<file path="config.mk">
export PLATFORM = sky130hd
export DESIGN_NAME = varint_codec
export DESIGN_NICKNAME = d
export VERILOG_FILES = /design/src/design/varint_pkg.sv /design/src/design/varint_codec.sv
export SDC_FILE = /design/constraint.sdc
export NUM_CORES = 1
export LEC_CHECK = 0
export BUFFER_PORTS_ARGS = -buffer_cell sky130_fd_sc_hd__clkbuf_2
export CAP_MARGIN = 25
export CORE_ASPECT_RATIO = 1.5
export CORE_UTILIZATION = 55
export CTS_BUF_LIST = sky130_fd_sc_hd__clkbuf_8 sky130_fd_sc_hd__clkbuf_16
export DETAILED_ROUTE_END_ITERATION = 7
export PLACE_DENSITY = 0.78
export SETUP_SLACK_MARGIN = 0.2
export SLEW_MARGIN = 10
export SYNTH_ARGS = -nofsm -noshare
export SYNTH_HDL_FRONTEND = slang
export SYNTH_SLANG_ARGS = --single-unit
</file>
<file path="constraint.sdc">
create_clock -name clk -period 6.1 [get_ports clk]
set_input_delay 1.22 -clock clk [delete_from_list [all_inputs] [get_ports clk]]
set_output_delay 1.22 -clock clk [all_outputs]
set_load 0.02 [all_outputs]
</file>
<file path="src/design/varint_pkg.sv">
`timescale 1ns / 1ps
// ----------------------------------------------------------------------------
// varint_pkg: shared types and constants of the varint codec
// Item and result structs, function and kind codes, byte limit.
// ----------------------------------------------------------------------------
package varint_pkg;

    localparam int MAX_BYTES = 10;

    localparam logic FUNC_ENCODE = 1'b0;
    localparam logic FUNC_DECODE = 1'b1;

    typedef enum logic [1:0] {
        KIND_BYTE  = 2'd0,
        KIND_VALUE = 2'd1,
        KIND_ERROR = 2'd2
    } kind_t;

    typedef struct packed {
        logic               func;
        logic               signed_form;
        logic signed [63:0] value_in;
        logic [3:0]         room;
        logic [7:0]         in_byte;
        logic               buffer_end;
    } item_t;

    typedef struct packed {
        kind_t              kind;
        logic [7:0]         out_byte;
        logic               last;
        logic signed [63:0] value_out;
        logic [3:0]         byte_count;
    } result_t;

endpackage

</file>
<file path="src/design/varint_codec.sv">
`timescale 1ns / 1ps
// ----------------------------------------------------------------------------
// varint_codec: LEB128 / sign-magnitude variable-length integer codec
// Encodes 64-bit values into 1 to 10 bytes and decodes one byte per item.
// ----------------------------------------------------------------------------
// A new item can be taken every cycle unless the item side stalls. An
// accepted item sits in the work register; a decode item leaves it as soon as
// the result register is free, an encode item once its last byte or its room
// error has gone there, since the single result register takes one result
// per cycle while the result side does not stall. Each result goes from the
// work register to the result register, where it is presented. A decode byte
// with its continuation bit set gives no result; the value, its byte count,
// or an error comes with the byte that ends the value. Encoding never touches
// a partly decoded value. Stall on the result side holds the result register
// and, once the work register cannot drain, stalls the item side.
module varint_codec
    import varint_pkg::*;
(
    input  logic    clk,
    input  logic    rst_n,
    input  logic    item_valid,
    output logic    item_stall,
    input  item_t   item,
    output logic    result_valid,
    input  logic    result_stall,
    output result_t result
);

    typedef struct packed {
        logic        func;
        logic        sform;
        logic [63:0] mag;
        logic        sbit;
        logic [3:0]  n;
        logic        err;
        logic [7:0]  in_byte;
        logic        buffer_end;
    } work_t;

    // bit offset of 7-bit group k; signed form has a 6-bit first group
    function automatic logic [5:0] grp_shift(input logic sform, input logic [3:0] k);
        logic [6:0] t;
        t = 7'(k) * 7'd7;
        if (sform && k != 4'd0)
        begin
            t = t - 7'd1;
        end
        return t[5:0];
    endfunction

    logic        work_valid_reg, work_valid_next;
    work_t       work_reg, work_next;
    logic [3:0]  idx_reg, idx_next;
    logic [63:0] acc_reg, acc_next;
    logic [3:0]  bytes_seen_reg, bytes_seen_next;
    logic        sign_seen_reg, sign_seen_next;
    logic        form_latched_reg, form_latched_next;
    logic        result_valid_reg, result_valid_next;
    result_t     result_reg, result_next;

    // accept side
    logic [63:0]          raw;
    logic [63:0]          mag;
    logic                 neg;
    logic [MAX_BYTES-1:0] grp_nz;
    logic [6:0]           grp_in;
    logic [3:0]           n_need;

    // work side
    logic        out_free, fire, work_done, accept;
    logic [6:0]  grp;
    logic [6:0]  data7;
    logic        last_enc;
    logic        first;
    logic        form;
    logic        sign;
    logic [6:0]  b7;
    logic [63:0] acc_new;
    logic [3:0]  cnt_new;
    logic        dec_val, dec_err;

    always_comb
    begin
        raw = $unsigned(item.value_in);
        neg = item.signed_form && raw[63];
        mag = neg ? (64'd0 - raw) : raw;
        for (int g = 0; g < MAX_BYTES; g++)
        begin
            grp_in = 7'(mag >> grp_shift(item.signed_form, 4'(g)));
            grp_nz[g] = (item.signed_form && g == 0) ? (|grp_in[5:0]) : (|grp_in);
        end
        n_need = 4'd1;
        for (int g = 1; g < MAX_BYTES; g++)
        begin
            if (grp_nz[g])
            begin
                n_need = 4'(g + 1);
            end
        end
    end

    always_comb
    begin
        // encode byte at the current index
        grp      = 7'(work_reg.mag >> grp_shift(work_reg.sform, idx_reg));
        data7    = (idx_reg == 4'd0 && work_reg.sform) ? {work_reg.sbit, grp[5:0]} : grp;
        last_enc = (idx_reg == work_reg.n - 4'd1);

        // decode accumulation
        first   = (bytes_seen_reg == 4'd0);
        form    = first ? work_reg.sform : form_latched_reg;
        sign    = first ? (work_reg.sform && work_reg.in_byte[6]) : sign_seen_reg;
        b7      = (first && form) ? {1'b0, work_reg.in_byte[5:0]} : work_reg.in_byte[6:0];
        acc_new = (first ? 64'd0 : acc_reg) | (64'(b7) << grp_shift(form, bytes_seen_reg));
        cnt_new = bytes_seen_reg + 4'd1;
        dec_val = !work_reg.in_byte[7];
        dec_err = work_reg.in_byte[7]
                  && (cnt_new >= 4'(MAX_BYTES) || work_reg.buffer_end);

        // handshake
        out_free   = !result_valid_reg || !result_stall;
        fire       = work_valid_reg && out_free;
        work_done  = fire && (work_reg.func == FUNC_DECODE || work_reg.err || last_enc);
        item_stall = work_valid_reg && !work_done;
        accept     = item_valid && !item_stall;

        work_valid_next   = work_valid_reg;
        work_next         = work_reg;
        idx_next          = idx_reg;
        acc_next          = acc_reg;
        bytes_seen_next   = bytes_seen_reg;
        sign_seen_next    = sign_seen_reg;
        form_latched_next = form_latched_reg;
        result_valid_next = result_valid_reg;
        result_next       = result_reg;

        if (!result_stall)
        begin
            result_valid_next = 1'b0;
        end

        if (fire)
        begin
            if (work_reg.func == FUNC_ENCODE)
            begin
                result_valid_next      = 1'b1;
                result_next.value_out  = '0;
                result_next.byte_count = work_reg.n;
                if (work_reg.err)
                begin
                    result_next.kind     = KIND_ERROR;
                    result_next.out_byte = 8'd0;
                    result_next.last     = 1'b1;
                end
                else
                begin
                    result_next.kind     = KIND_BYTE;
                    result_next.out_byte = {!last_enc, data7};
                    result_next.last     = last_enc;
                    idx_next             = idx_reg + 4'd1;
                end
            end
            else
            begin
                form_latched_next = form;
                if (dec_val || dec_err)
                begin
                    result_valid_next      = 1'b1;
                    result_next.kind       = dec_val ? KIND_VALUE : KIND_ERROR;
                    result_next.out_byte   = 8'd0;
                    result_next.last       = 1'b1;
                    result_next.value_out  = dec_val
                                             ? $signed(sign ? (64'd0 - acc_new) : acc_new)
                                             : 64'sd0;
                    result_next.byte_count = cnt_new;
                    acc_next               = '0;
                    bytes_seen_next        = 4'd0;
                    sign_seen_next         = 1'b0;
                end
                else
                begin
                    acc_next        = acc_new;
                    bytes_seen_next = cnt_new;
                    sign_seen_next  = sign;
                end
            end
        end

        if (work_done)
        begin
            work_valid_next = 1'b0;
        end

        if (accept)
        begin
            work_valid_next      = 1'b1;
            idx_next             = 4'd0;
            work_next.func       = item.func;
            work_next.sform      = item.signed_form;
            work_next.mag        = mag;
            work_next.sbit       = neg;
            work_next.n          = n_need;
            work_next.err        = item.room < n_need;
            work_next.in_byte    = item.in_byte;
            work_next.buffer_end = item.buffer_end;
        end
    end

    always_ff @(posedge clk or negedge rst_n)
    begin
        if (!rst_n)
        begin
            work_valid_reg   <= 1'b0;
            idx_reg          <= 4'd0;
            acc_reg          <= '0;
            bytes_seen_reg   <= 4'd0;
            sign_seen_reg    <= 1'b0;
            form_latched_reg <= 1'b0;
            result_valid_reg <= 1'b0;
        end
        else
        begin
            work_valid_reg   <= work_valid_next;
            idx_reg          <= idx_next;
            acc_reg          <= acc_next;
            bytes_seen_reg   <= bytes_seen_next;
            sign_seen_reg    <= sign_seen_next;
            form_latched_reg <= form_latched_next;
            result_valid_reg <= result_valid_next;
        end
    end

    // payload registers
    always_ff @(posedge clk)
    begin
        work_reg   <= work_next;
        result_reg <= result_next;
    end

    assign result_valid = result_valid_reg;
    assign result       = result_reg;

endmodule

</file>
==> flow_summary.ini, run 1 <==
[layout]
fin_nets = 2147
area_delta_synth_final_pct = 12.7
largest_reg_flops = 81
fin_util = 0.633
drive_above_1_share = 0.174
n_antenna_cell = 0
fin_area_mm2 = 0.0197

[clocking]
holdBufCountCts = 0
htree_levels = 1
post_cts_buffers = 0
cts-buffers-inserted = 23
clockBufferDepth = 3
cts_tree = built
path_clk_slew_ps = 70
clockRootBuffer = clkbuf_16
ctsResizeCount = 0
cts.sinks = 236
clkLatencyLatePin_ps = 560

[critical_path]
critPathBufInv = 1
crit_required_ps = 6380
crit_path_start_kind = register
r2r_slack_ps = 560
criticalPathCategory = register to register
reg2reg_depth = 13
path_depth = 13
crit_arrival_ps = 5820
cp_top_family = simple AND/OR/NAND/NOR gates
endpoint_kind = register
cp_max_fo = 11
worstPathCellList = fa_1 -> ha_1 -> fa_2 -> clkinvlp_4 -> a31oi_1 -> nor2_1 -> o21bai_1 -> o31ai_1 -> nand4_1 -> nor4_1 -> a31oi_1 -> xor2_1 -> nor2_1
reg2reg_to = result[56]
slowest_stage = nor4_1
slowest_delay_ps = 780
timing.rr.start = bytes_seen_reg[2]

[sta]
min_period_over_period = 0.907
setup_tns_ps = 0
skew_ps = 35.7
setup_viol = 0
period_minus_slack_ps = 5540
rsz0062_at_grt = no
final-hold-violation-count = 0
tightest_slew_ps = 1050
finalMaxSlewViolations = 0
fmaxAchievable_ghz = 0.181
relSlewSlack = 0.282

[grt]
grt_max_degree = 68
grt_usage = 0.312
grt_pass1_wl_um = 79800
grt_overflow = 0
grt_pass1_vias = 15200
antenna_found_initial = 0

[place]
dpl.hpwl_um = 38600
placed_cell_area_mm2 = 0.0189
io_buffers = 163
gp_congestion = 1.02

[floorplan]
io_pins = 164
core_area_mm2 = 0.0311
fp-row-count = 79
die_w_um = 148
die_h_um = 220
start_util = 0.562
dieArea_mm2 = 0.0325

[route]
wl_per_cell_um = 20.7
ant_nets = 0
drtIter0Drc = 1130
dr.pass1.iters = 6
drcViolationCount = 0
vias = 15800
totalWireLength_um = 50800
vias_per_cell = 6.44

[synth]
yosys_warnings = 0
netlist_instances = 1908
yosysSeqAreaShare = 0.384
synth-seq-cells = 236
synth_most_common_cell = nand2_1
syn-num-nets = 2022
synth_common_cells = 211 x nand2_1, 178 x nor2_1, 160 x edfxtp_1, 112 x o21ai_0, 100 x clkbuf_1
synth_top_area_frac = 0.275
synth.distinct_cells = 96
synth_edf_count = 160
synth_top_area_cell = edfxtp_1
synth-main-ff-cell = edfxtp_1
synth_area_leaders = edfxtp_1 27%, dfrtp_1 11%, nand2_1 4.5%
synth_area_per_cell_um2 = 9.16
async_flop_share = 0.322
netlist_area_mm2 = 0.0175

[power]
power_density_mw_per_mm2 = 333
ir_worst_vdd_v = 0.000164
p_leak_nw = 7.84

[worst_hold_path]
hold_class = register to register
hp-start = acc_reg[31]
min_path_cells = 2
hold_end = acc_reg[31]

[status]
status = finished clean

[flow_run]
drv_cap = 0
-- area by class of cell --
class | instances | area, um2
flip-flops and latches | 236 | 6710
multi-input cells | 1503 | 10200
clock inverters | 19 | 191
clock buffers | 23 | 576
well taps | 405 | 507
inverters | 39 | 150
repair buffers | 230 | 1370
fillers | 2623 | 11400
-- where the power goes --
part           internal, W  switching, W
registers          0.00193      0.000106
clock network     0.000823      0.000648
logic              0.00107       0.00198
total              0.00383       0.00274
-- cells by family after synthesis --
family                   Yosys count  synth area share
AO/OA/AOI/OAI                    532             0.206
XOR/XNOR                         152            0.0774
adder cells (fa/ha/maj)           31            0.0256
buffers and inverters            169            0.0381
flip-flops                       236             0.384
multiplexers                     112            0.0822
AND/OR/NAND/NOR                  676             0.187
-- worst min-delay path, stage by stage, from the launching register on --
cell     delay, ps
dfrtp_1        340
nand2_1         40
o21ai_0         60
-- worst max path at each step --
stage / from / end / slack [ps]
floorplan: bytes_seen_reg[0] / result[0] / 300
detailed placement: bytes_seen_reg[2] / result[64] / 450
global route: bytes_seen_reg[2] / result[62] / 210
CTS: bytes_seen_reg[2] / result[28] / 440
finish: bytes_seen_reg[2] / result[56] / 560
global placement: bytes_seen_reg[2] / result[56] / 700
-- layer usage --
layer,up-vias,track usage,routed length (um)
li1,7397,-,-
met1,7512,0.331,17800
met2,666,0.583,26500
met3,226,0.0287,2630
met4,0,0.218,3800
met5,-,0,0
-- layout by cell type (no fill, tap or decap), types with 24 or more instances in the layout --
cell type / netlist / layout
xor2_1: 76 / 73
nand2_1: 211 / 210
clkbuf_2: 0 / 162
inv_1: 37 / 42
nor4_1: 24 / 24
nor2_1: 178 / 177
a31oi_1: 46 / 46
nor3_1: 53 / 53
xnor2_1: 74 / 70
mux4_2: 24 / 24
a21oi_1: 97 / 97
buf_4: 2 / 64
nand3_1: 47 / 45
a211oi_1: 57 / 57
o21ai_0: 112 / 111
edfxtp_1: 160 / 160
dfrtp_1: 76 / 76
mux2i_1: 76 / 76
a22oi_1: 38 / 38
-- through the flow --
| step | worst slack [ps] | hold WS [ps] | power, W | cells |
|---|---|---|---|---|
| floorplan | 296 | 449 | 0.00412 | 1908 |
| global placement | 699 | 465 | 0.00500 | 2409 |
| global route | 212 | 517 | 0.00686 | 2455 |
| CTS | 435 | 487 | 0.00651 | 2451 |
| finish | 565 | 488 | 0.00656 | 2455 |
| detailed placement | 450 | 473 | 0.00504 | 2409 |
Power figures use the tool's default switching activity.
==> run 2, diff against run 1 <==
CELL_PAD_IN_SITES_DETAIL_PLACEMENT = 0   (was not set)
CELL_PAD_IN_SITES_GLOBAL_PLACEMENT = 1   (was not set)
CORE_UTILIZATION = 42   (was 55)
PLACE_DENSITY = not set   (was 0.78)
PLACE_DENSITY_LB_ADDON = 0.05   (was not set)
==> flow_summary.ini, run 2 (synthesis gave the netlist of run 1 again) <==
[floorplan]
core_area_mm2 = 0.0411
io_pins = 164
fp-row-count = 91
dieArea_mm2 = 0.0425
start_util = 0.425
die_h_um = 252
die_w_um = 169

[critical_path]
cp_common_cell = mux2i_1
cp_max_fo = 28
crit_arrival_ps = 5840
worstPathCellList = buf_4 -> clkinv_1 -> ha_1 -> a21boi_2 -> buf_4 -> mux2i_1 -> mux4_2 -> mux2i_1 -> mux2_2 -> o21ai_0 -> nand3_1 -> nor4_4 -> and2_1 -> a41oi_1 -> mux2i_1
slowest_stage = nor4_4
r2r_slack_ps = 560
crit_required_ps = 6410
crit_path_start_kind = register
endpoint_kind = register
slowest_delay_ps = 770
reg2reg_depth = 15
criticalPathCategory = register to register

[grt]
grt_pass1_wl_um = 90100
antenna_found_initial = 0
grt_usage = 0.277
grt_pass1_vias = 15800
grt_max_degree = 63
grt_overflow = 0

[sta]
fin_hold_ws_ps = 487
fin_ws_ps = 561
skew_ps = 15.4
rsz0062_at_grt = no
finalMaxSlewViolations = 0
setup_viol = 0
setup_tns_ps = 0
relSlewSlack = 0.285
period_minus_slack_ps = 5540
final-hold-violation-count = 0
min_period_over_period = 0.908
tightest_slew_ps = 1070
fmaxAchievable_ghz = 0.181

[clocking]
ctsResizeCount = 0
htree_levels = 1
post_cts_buffers = 0
cts.sinks = 236
cts_tree = built
clkLatencyLatePin_ps = 560
holdBufCountCts = 0
path_clk_slew_ps = 70
clockRootBuffer = clkbuf_16
clockBufferDepth = 3
cts-buffers-inserted = 24

[route]
dr.pass1.iters = 6
vias_per_cell = 5.94
drtIter0Drc = 1036
vias = 15700
ant_nets = 0
drcViolationCount = 0
totalWireLength_um = 58700
wl_per_cell_um = 22.2

[power]
p_leak_nw = 8.01
p_clk_frac = 0.219
power_frac_seq = 0.299
p_sw_w = 0.00291
swShare = 0.427
power_density_mw_per_mm2 = 337
ir_worst_vdd_v = 0.000225
comb_power_share = 0.482
p_int_w = 0.00390

[worst_hold_path]
hold_class = register to register
min_path_cells = 2

[status]
status = finished clean

[layout]
drive_above_1_share = 0.187
area_delta_synth_final_pct = 15.4
seqCellArea_mm2 = 0.00671
fin_nets = 2180
n_antenna_cell = 0
multiInputGateArea_mm2 = 0.0102
final_common_cell = nand2_1
largest_reg_flops = 81
fin_area_mm2 = 0.0202
fillers = 3998
final_cell_mix = 210 x nand2_1, 176 x nor2_1, 162 x clkbuf_2, 160 x edfxtp_1, 112 x o21ai_0

[place]
placed_cell_area_mm2 = 0.0193
io_buffers = 163
gp_congestion = 0.999
dpl_worst_slack_ps = 302
dpl.hpwl_um = 45500

[flow_run]
drv_cap = 0
## run 2: layout make-up
| class | instances | area share |
|---|---|---|
| Multi-Input combinational cell | 1503 | 0.507 |
| Sequential cell | 236 | 0.332 |
| Timing Repair Buffer | 262 | 0.0799 |
| Inverter | 39 | 0.00726 |
| Clock buffer | 26 | 0.0311 |
| Clock inverter | 18 | 0.00775 |
| Tap cell | 558 | 0.0346 |
## run 2: power by group through the flow
stage,clock network (W),registers (W),logic (W)
final,0.00149,0.00203,0.00328
after CTS,0.00152,0.00204,0.00324
after global placement,0,0.00207,0.00322
after detailed placement,0,0.00207,0.00323
after floorplan,0,0.00215,0.00197
after global routing,0.00158,0.00206,0.00351
## run 2: per-layer routing
layer  track usage  part of all wire  vias up  routed length (um)
met5             0                 0        -                   0
met4         0.208             0.081        0                4760
met3        0.0273             0.035      195                2040
met2         0.535              0.54      468               31900
met1         0.269              0.34     7573               20100
li1              -                 -     7456                   -
## run 2: critical path, delay by kind of cell (launching register included)
family / cells / cell delay (ps)
buf+inv: 3 / 750
compound gates: 3 / 920
simple gates: 3 / 1520
mux: 5 / 1320
flops: 1 / 430
fa+ha+maj: 1 / 320
## run 2: worst paths after layout
kind,start,to
worst min-delay path,sign_seen_reg,sign_seen_reg
max in group asynchronous,rst_n,acc_reg[59]
worst min register to register,sign_seen_reg,sign_seen_reg
worst max register to register,bytes_seen_reg[0],result[67]
worst max-delay path,bytes_seen_reg[0],result[67]
min in group asynchronous,rst_n,acc_reg[22]
## run 2: metrics by stage
stage	utilization	instances	total power, W
3_5_place_dp	0.471	2597	0.00530
3_3_place_gp	0.471	2597	0.00529
2_1_floorplan	-	1908	0.00412
6_report	0.491	2642	0.00681
4_1_cts	0.490	2641	0.00680
5_1_grt	0.491	2642	0.00715
